==> src/rtl/swbe_pkg.sv <==
// ----------------------------------------------------------------------------
// swbe_pkg
// Shared types, constants and helpers of the sync word burst extractor.
// ----------------------------------------------------------------------------
package swbe_pkg;

  // default sizes
  localparam int unsigned HISTORY_BITS_DEF  = 64;
  localparam int unsigned MAX_CANDIDATE_DEF = 2048;

  // configuration port
  localparam int unsigned CFG_IDX_W  = 3;
  localparam int unsigned CFG_DATA_W = 64;

  // register fields
  localparam int unsigned CAND_LEN_W  = 12;
  localparam int unsigned ERR_LIM_W   = 4;
  localparam int unsigned USER_PAT_W  = 64;
  localparam int unsigned USER_LEN_W  = 7;
  localparam int unsigned PAT_IDX_W   = 4;
  localparam int unsigned ERR_CNT_W   = 4;
  localparam int unsigned DELAY_W     = 6;

  // built-in word set
  localparam int unsigned BUILTIN_COUNT = 8;
  localparam int unsigned BUILTIN_LEN   = 32;

  localparam logic [ERR_LIM_W-1:0]  BUILTIN_LIMIT   = 4'd4;
  localparam logic [ERR_LIM_W-1:0]  LIMIT_CAP       = 4'd8;
  localparam logic [PAT_IDX_W-1:0]  USER_INDEX      = 4'd8;
  localparam logic [USER_LEN_W-1:0] USER_LEN_MIN    = 7'd8;
  localparam logic [USER_LEN_W-1:0] BUILTIN_LEN7    = 7'd32;
  localparam logic [DELAY_W-1:0]    BUILTIN_DELAY   = 6'd31;
  localparam logic [12:0]           CAND_MIN        = 13'd128;

  // reset values of the registers
  localparam logic [CAND_LEN_W-1:0] CAND_RESET      = 12'd480;
  localparam logic [ERR_LIM_W-1:0]  ERR_LIMIT_RESET = 4'd2;
  localparam logic [USER_LEN_W-1:0] USER_LEN_RESET  = 7'd8;

  // built-in words, first arriving bit in bit 31
  localparam logic [BUILTIN_LEN-1:0] BUILTIN_WORDS [BUILTIN_COUNT] = '{
    32'h170FF0F0, 32'h2FCC4C33, 32'h45D5AAAA, 32'h4DAAAA55,
    32'hD5ED7EBF, 32'hED2EC27C, 32'h873724E5, 32'h8F48241A
  };

  // register indexes
  typedef enum logic [CFG_IDX_W-1:0] {
    CFG_CAND_LEN  = 3'd0,
    CFG_ERR_LIMIT = 3'd1,
    CFG_USER_MODE = 3'd2,
    CFG_USER_PAT  = 3'd3,
    CFG_USER_LEN  = 3'd4
  } cfg_idx_e;

  // scalar configuration seen by the datapath
  typedef struct packed {
    logic [CAND_LEN_W-1:0] cand_len;
    logic [ERR_LIM_W-1:0]  err_limit;
    logic                  user_mode;
    logic [USER_LEN_W-1:0] user_len;
  } cfg_t;

  // correlator verdict for the newest window
  typedef struct packed {
    logic                 hit;
    logic [PAT_IDX_W-1:0] pat_idx;
    logic [ERR_CNT_W-1:0] err;
    logic                 inv;
    logic [DELAY_W-1:0]   delay;
  } match_t;

  // one result item
  typedef struct packed {
    logic                 sync_hit;
    logic [PAT_IDX_W-1:0] pattern_index;
    logic [ERR_CNT_W-1:0] error_count;
    logic                 inverted;
    logic                 cand_bit;
    logic                 cand_last;
  } res_t;

  // number of set bits in a 64-bit word, summed as a balanced tree
  function automatic logic [6:0] popcnt64(input logic [63:0] v);
    logic [1:0] s1 [32];
    logic [2:0] s2 [16];
    logic [3:0] s3 [8];
    logic [4:0] s4 [4];
    logic [5:0] s5 [2];
    for (int i = 0; i < 32; i++) begin
      s1[i] = {1'b0, v[2*i]} + {1'b0, v[2*i+1]};
    end
    for (int i = 0; i < 16; i++) begin
      s2[i] = {1'b0, s1[2*i]} + {1'b0, s1[2*i+1]};
    end
    for (int i = 0; i < 8; i++) begin
      s3[i] = {1'b0, s2[2*i]} + {1'b0, s2[2*i+1]};
    end
    for (int i = 0; i < 4; i++) begin
      s4[i] = {1'b0, s3[2*i]} + {1'b0, s3[2*i+1]};
    end
    for (int i = 0; i < 2; i++) begin
      s5[i] = {1'b0, s4[2*i]} + {1'b0, s4[2*i+1]};
    end
    return {1'b0, s5[0]} + {1'b0, s5[1]};
  endfunction

endpackage

==> src/rtl/swbe_cfg.sv <==
// ----------------------------------------------------------------------------
// swbe_cfg
// Configuration register file written through the plain write port.
// ----------------------------------------------------------------------------
module swbe_cfg (
  input  logic                             clk_i,
  input  logic                             rst_ni,
  input  logic                             cfg_we_i,
  input  logic [swbe_pkg::CFG_IDX_W-1:0]   cfg_idx_i,
  input  logic [swbe_pkg::CFG_DATA_W-1:0]  cfg_data_i,
  output swbe_pkg::cfg_t                   cfg_o,
  output logic [swbe_pkg::USER_PAT_W-1:0]  user_pattern_o
);

  swbe_pkg::cfg_t                  cfg_q, cfg_d;
  logic [swbe_pkg::USER_PAT_W-1:0] pat_q, pat_d;

  // register decode
  always_comb begin
    cfg_d = cfg_q;
    pat_d = pat_q;
    if (cfg_we_i) begin
      unique case (swbe_pkg::cfg_idx_e'(cfg_idx_i))
        swbe_pkg::CFG_CAND_LEN:
          cfg_d.cand_len = cfg_data_i[swbe_pkg::CAND_LEN_W-1:0];
        swbe_pkg::CFG_ERR_LIMIT:
          cfg_d.err_limit = cfg_data_i[swbe_pkg::ERR_LIM_W-1:0];
        swbe_pkg::CFG_USER_MODE:
          cfg_d.user_mode = cfg_data_i[0];
        swbe_pkg::CFG_USER_PAT:
          pat_d = cfg_data_i[swbe_pkg::USER_PAT_W-1:0];
        swbe_pkg::CFG_USER_LEN:
          cfg_d.user_len = cfg_data_i[swbe_pkg::USER_LEN_W-1:0];
        default: ;
      endcase
    end
  end

  always_ff @(posedge clk_i or negedge rst_ni) begin
    if (!rst_ni) begin
      cfg_q.cand_len  <= swbe_pkg::CAND_RESET;
      cfg_q.err_limit <= swbe_pkg::ERR_LIMIT_RESET;
      cfg_q.user_mode <= 1'b0;
      cfg_q.user_len  <= swbe_pkg::USER_LEN_RESET;
      pat_q           <= '0;
    end else begin
      cfg_q <= cfg_d;
      pat_q <= pat_d;
    end
  end

  assign cfg_o          = cfg_q;
  assign user_pattern_o = pat_q;

endmodule

==> config.mk <==
export PLATFORM = sky130hd
export DESIGN_NAME = swbe_cfg
export DESIGN_NICKNAME = d
export VERILOG_FILES = /design/src/rtl/swbe_pkg.sv /design/src/rtl/swbe_cfg.sv
export SDC_FILE = /design/constraint.sdc
export NUM_CORES = 1
export LEC_CHECK = 0
export ABC_AREA = 1
export BUFFER_PORTS_ARGS = -buffer_cell sky130_fd_sc_hd__clkbuf_2
export CAP_MARGIN = 20
export CORE_MARGIN = 10
export CORE_UTILIZATION = 35
export CTS_BUF_LIST = sky130_fd_sc_hd__clkbuf_4 sky130_fd_sc_hd__clkbuf_8
export CTS_CLUSTER_SIZE = 10
export DETAILED_ROUTE_END_ITERATION = 10
export HOLD_SLACK_MARGIN = 0.15
export PLACE_DENSITY = 0.72
export SYNTH_ARGS = -nofsm -noshare
export SYNTH_HDL_FRONTEND = slang
export SYNTH_SLANG_ARGS = --single-unit
==> constraint.sdc <==
create_clock -name clk_i -period 0.8 [get_ports clk_i]
set_clock_uncertainty 0.05 [all_clocks]
set_input_delay 0.12 -clock clk_i [delete_from_list [all_inputs] [get_ports clk_i]]
set_output_delay 0.12 -clock clk_i [all_outputs]
set_load 0.02 [all_outputs]
# == After elaboration in Yosys (flattened, before gate mapping) ==
# Index checks and enable logic that the tools add are counted.
# op_classes
n_eq_ne,4
reduce_logical,6
# op_table
operator,count
AND reduction 2 bit,5
"== test 3 x 2 -> 1 bit, second input constant",2
"== test 3 x 1 -> 1 bit, second input constant",1
"== test 3 bit, second input constant",1
zero test 3 bit,1
# totals
reg_bits,88
inputBits,70
output_inout_bits,88
word_cells,15

# == Depth between registers and ports, before layout ==
# logic_depth
word_depth,2
mapped_depth,6
depth_no_buf,5

# == Worst setup path before layout ==
# No wires, ideal clock.
# synth_timing
kind,input -> register
startpoint,in cfg_idx_i[1] (netlist bit)
endpoint,"reg cfg_q, in the netlist cfg_o[0]"
setup_time_ns,0.117
t_arrival_ns,0.671
t_required_ns,0.633
setup_slack_ns,-0.039
stages,5
path_buffers,1
cell_sequence,nor2_1 > buf_4 > nand2_1 > nand2_1 > nand2_1
# synth_via
elab_chain_len,2
# synth_rtl
item,line_no,rtl
"start, declared",swbe_cfg.sv:9,"input logic [swbe_pkg::CFG_IDX_W-1:0] cfg_idx_i,"
== test 3 bit,swbe_cfg.sv:23,unique case (swbe_pkg::cfg_idx_e'(cfg_idx_i))
AND reduction 2 bit (no source line),n/a,
"end signal, assigned",swbe_cfg.sv:47,cfg_q <= cfg_d;
"end, declared",swbe_cfg.sv:15,"swbe_pkg::cfg_t cfg_q, cfg_d;"
# Every way passes these cells.
# A chain may end at the register's enable or synchronous reset.

# == Worst setup path after layout ==
# layout_timing
startpoint,"reg cfg_q, in the netlist cfg_o[3]"
endpoint,out cfg_o[3] (netlist bit)
# layout_rtl
item,line_no,rtl
"end, declared",swbe_cfg.sv:11,"output swbe_pkg::cfg_t cfg_o,"
# No word-level cell between the ends.

==> results.md <==
* I/O pins at 158
* Peak fanout along the critical path at 2
* Worst path required time at 0.63 ns
* Via-to-Cell Ratio at 4.603
* Leak Pwr at 0.003461 uW
* Worst EP arrival at 1.05 ns
* Final wirelength at 13290 um
* Slew Viols, Final at 0
* Max clock buf depth at 2
* Max incr delay on CP at 0.57 ns
* Synth Cell Area at 3507 um2
* Layout cells sized above 1 at 39.43%
* #FFs+latches synth at 88
* Final Hold Vio Count at 0
* Final GP Congestion at 0.7871
* Outcome: finished with violations
* Grt ovf at 0
* Top cell type's share of synthesized area at 58.51%
* Clock slew seen by the registers of the worst setup and hold paths at 0.09 ns
* Comb pwr share at 36.7%
* Critical path, cell by cell: buf_8
* Hold Crit Class: in -> reg
* DP Worst Slack at -0.2389 ns
* Root buffer cell: clkbuf_8
* Post-layout util at 65.21%
* Synth Warn # at 0
* Slowest cell on the critical path: dfstp_2
* Max_slew headroom at 80.52%
* Worst Max-Slew Pin Slew at 0.2911 ns
* Vias post-DR at 3659
* Die ar. at 14420 um2
* Critical Path Sink Type: output port
* Overall Power at 14830 uW
* WS Path Type: reg -> out
* DIE WIDTH at 120.1 um
* Avg Cell Area, Syn at 9.039 um2
* Vias in the first global route at 3685
* Startpoint Class: flop
* Crit path max-delay family: flip-flops
* Power per cell area at 2327 nW/um2
* Cells after DPL at 679
* RSZ-0062 raised after global routing: yes
* P_int at 10060 uW
* Antenna-violating nets left at 0
* Failing checks: negative setup slack
* Worst-Skew Late Latency at 0.35 ns
* Max VDD drop at 1.017 mV
* Initial antenna violation count at 0
* Post-synth top area cell: dfrtp_1
* Hold bufs inserted after CTS at 65
* Core Rows at 36
* Achievable Freq at 821.2 MHz
* Sequential power share at 40.7%
* Fillers at 697
* Final setup margin at -0.4177 ns
* Gr usage total at 16.36%
* Drt first pass iters at 5
* Area grow syn2layout at 81.73%
* Post-layout nets at 727
* Core Area at 9774 um2
* DRC viols at 0
* Die Ht at 120.1 um
* Top post-synthesis cells by area: dfrtp_1, nand2_1, dfstp_2
* Post-Syn Instances at 388
* Sw Ratio at 32.17%
* H-tree depth at 3
* Antenna diode count at 0
* CP bufs+invs at 1
* Clock Sinks at 88
* DRT iter0 DRCs at 261
* Distinct cells, synth at 14
* Pin count of the biggest net entering global routing at 38
* Seq/Total Area, Yosys at 63.00%
* Layout Cells excl Fill at 795
* Clock power frac at 22.6%
* Post-route clock period utilization at 152.2%
* Number of max-cap violations at 0
* Syn_nets at 458
* Switching power at 4772 uW
* Num CTS Buffers at 9
* Fin Setup TNS at -24.52 ns
* I/O Buffers at 157
* Final setup fails at 103
* TritonCTS clock tree: built
* Global-route wire length before repair at 19040 um
* Tmin final at 1.218 ns
* Initial Utilization at 35.88%
* Drt wl/cell at 16.72 um
* Post-DP HPWL at 7747 um
final timing paths:
path | depth (start not counted) | slack [ns] | end | from
hold reg to reg | 2 | 0.44 | cfg_o[9] | cfg_o[9]
setup reg to reg | 3 | -0.05 | user_pattern_o[59] | user_pattern_o[59]
setup / recovery | 1 | -0.42 | cfg_o[3] | cfg_o[3]
hold / removal | 4 | 0.07 | cfg_o[9] | cfg_idx_i[1]
min in group asynchronous | 2 | 0.12 | user_pattern_o[44] | rst_ni
max in group asynchronous | 3 | 0.10 | user_pattern_o[34] | rst_ni
cells in the mapped netlist:
master	n
nand2_2	1
buf_2	2
nor2_1	3
nand3_1	24
dfstp_2	6
inv_1	5
buf_6	13
nand2_1	246
inv_2	1
dfrtp_1	82
nor2_8	1
nor2_4	1
nand2_4	1
buf_4	2
kinds of logic after synthesis:
group	after synthesis	share of synthesized area [%]
buffers and inverters	23	5.530
flip-flops	88	63.00
AND/OR/NAND/NOR	277	31.47
state kept, by name, summed over array words and instances (netlist names):
register / cells
user_pattern_o: 64
cfg_o: 24
routing by layer:
layer | vias to the layer above | share of wire, % | track usage, %
met5 | - | 0 | 0
met3 | 17 | 6.6 | 4.782
li1 | 1720 | - | -
met4 | 0 | 1.8 | 6.259
met1 | 1776 | 38 | 17.48
met2 | 146 | 53 | 29.75
area by class of cell:
type,instances,area [um2],share of cell area (%)
Sequential cell,88,2210,34.67
Inverter,6,22.52,0.3534
Clock inverter,2,35.03,0.5497
Multi-Input combinational cell,277,1161,18.22
Clock buffer,14,186.4,2.925
Timing Repair Buffer,275,2592,40.68
Tap cell,133,166.4,2.611
per-stage QoR:
step	area, um2	hold slack, ns
2_1_floorplan	3510	-0.2256
3_3_place_gp	4503	-0.04630
3_5_place_dp	4503	-0.04474
4_1_cts	5732	0.04369
5_1_grt	6374	0.07918
6_report	6374	0.06886
power groups by stage:
stage	combinational [uW]	sequential [uW]	clock [uW]
after detailed placement	3360	5870	0
after floorplan	798	6880	0
after CTS	4220	5830	3410
after global placement	3290	5840	0
final	5450	6040	3350
after global routing	5790	6120	3570
cell usage in the layout (no fill, tap or decap):
| master | n |
|---|---|
| buf_8 | 11 |
| nand3_1 | 24 |
| nand2_1 | 223 |
| clkbuf_4 | 1 |
| dfrtp_1 | 82 |
| nand2_4 | 1 |
| nor2_8 | 1 |
| dlygate4sd3_1 | 65 |
| buf_6 | 74 |
| clkinv_2 | 1 |
| inv_1 | 4 |
| nand2_2 | 24 |
| bufinv_16 | 1 |
| buf_12 | 6 |
| nor2_1 | 3 |
| clkbuf_8 | 29 |
| buf_4 | 35 |
| inv_2 | 2 |
| dfstp_2 | 6 |
| clkbuf_2 | 68 |
| nor2_4 | 1 |
what timing repair did:
item | in CTS | in global routing
endpoints found under the setup margin | 88 | 106
resized for setup | 54 | 230
endpoints found under the hold margin | 176 | 15
pin swaps | 0 | 16
setup buffers | 16 | 21
Power figures use the tool's default switching activity.
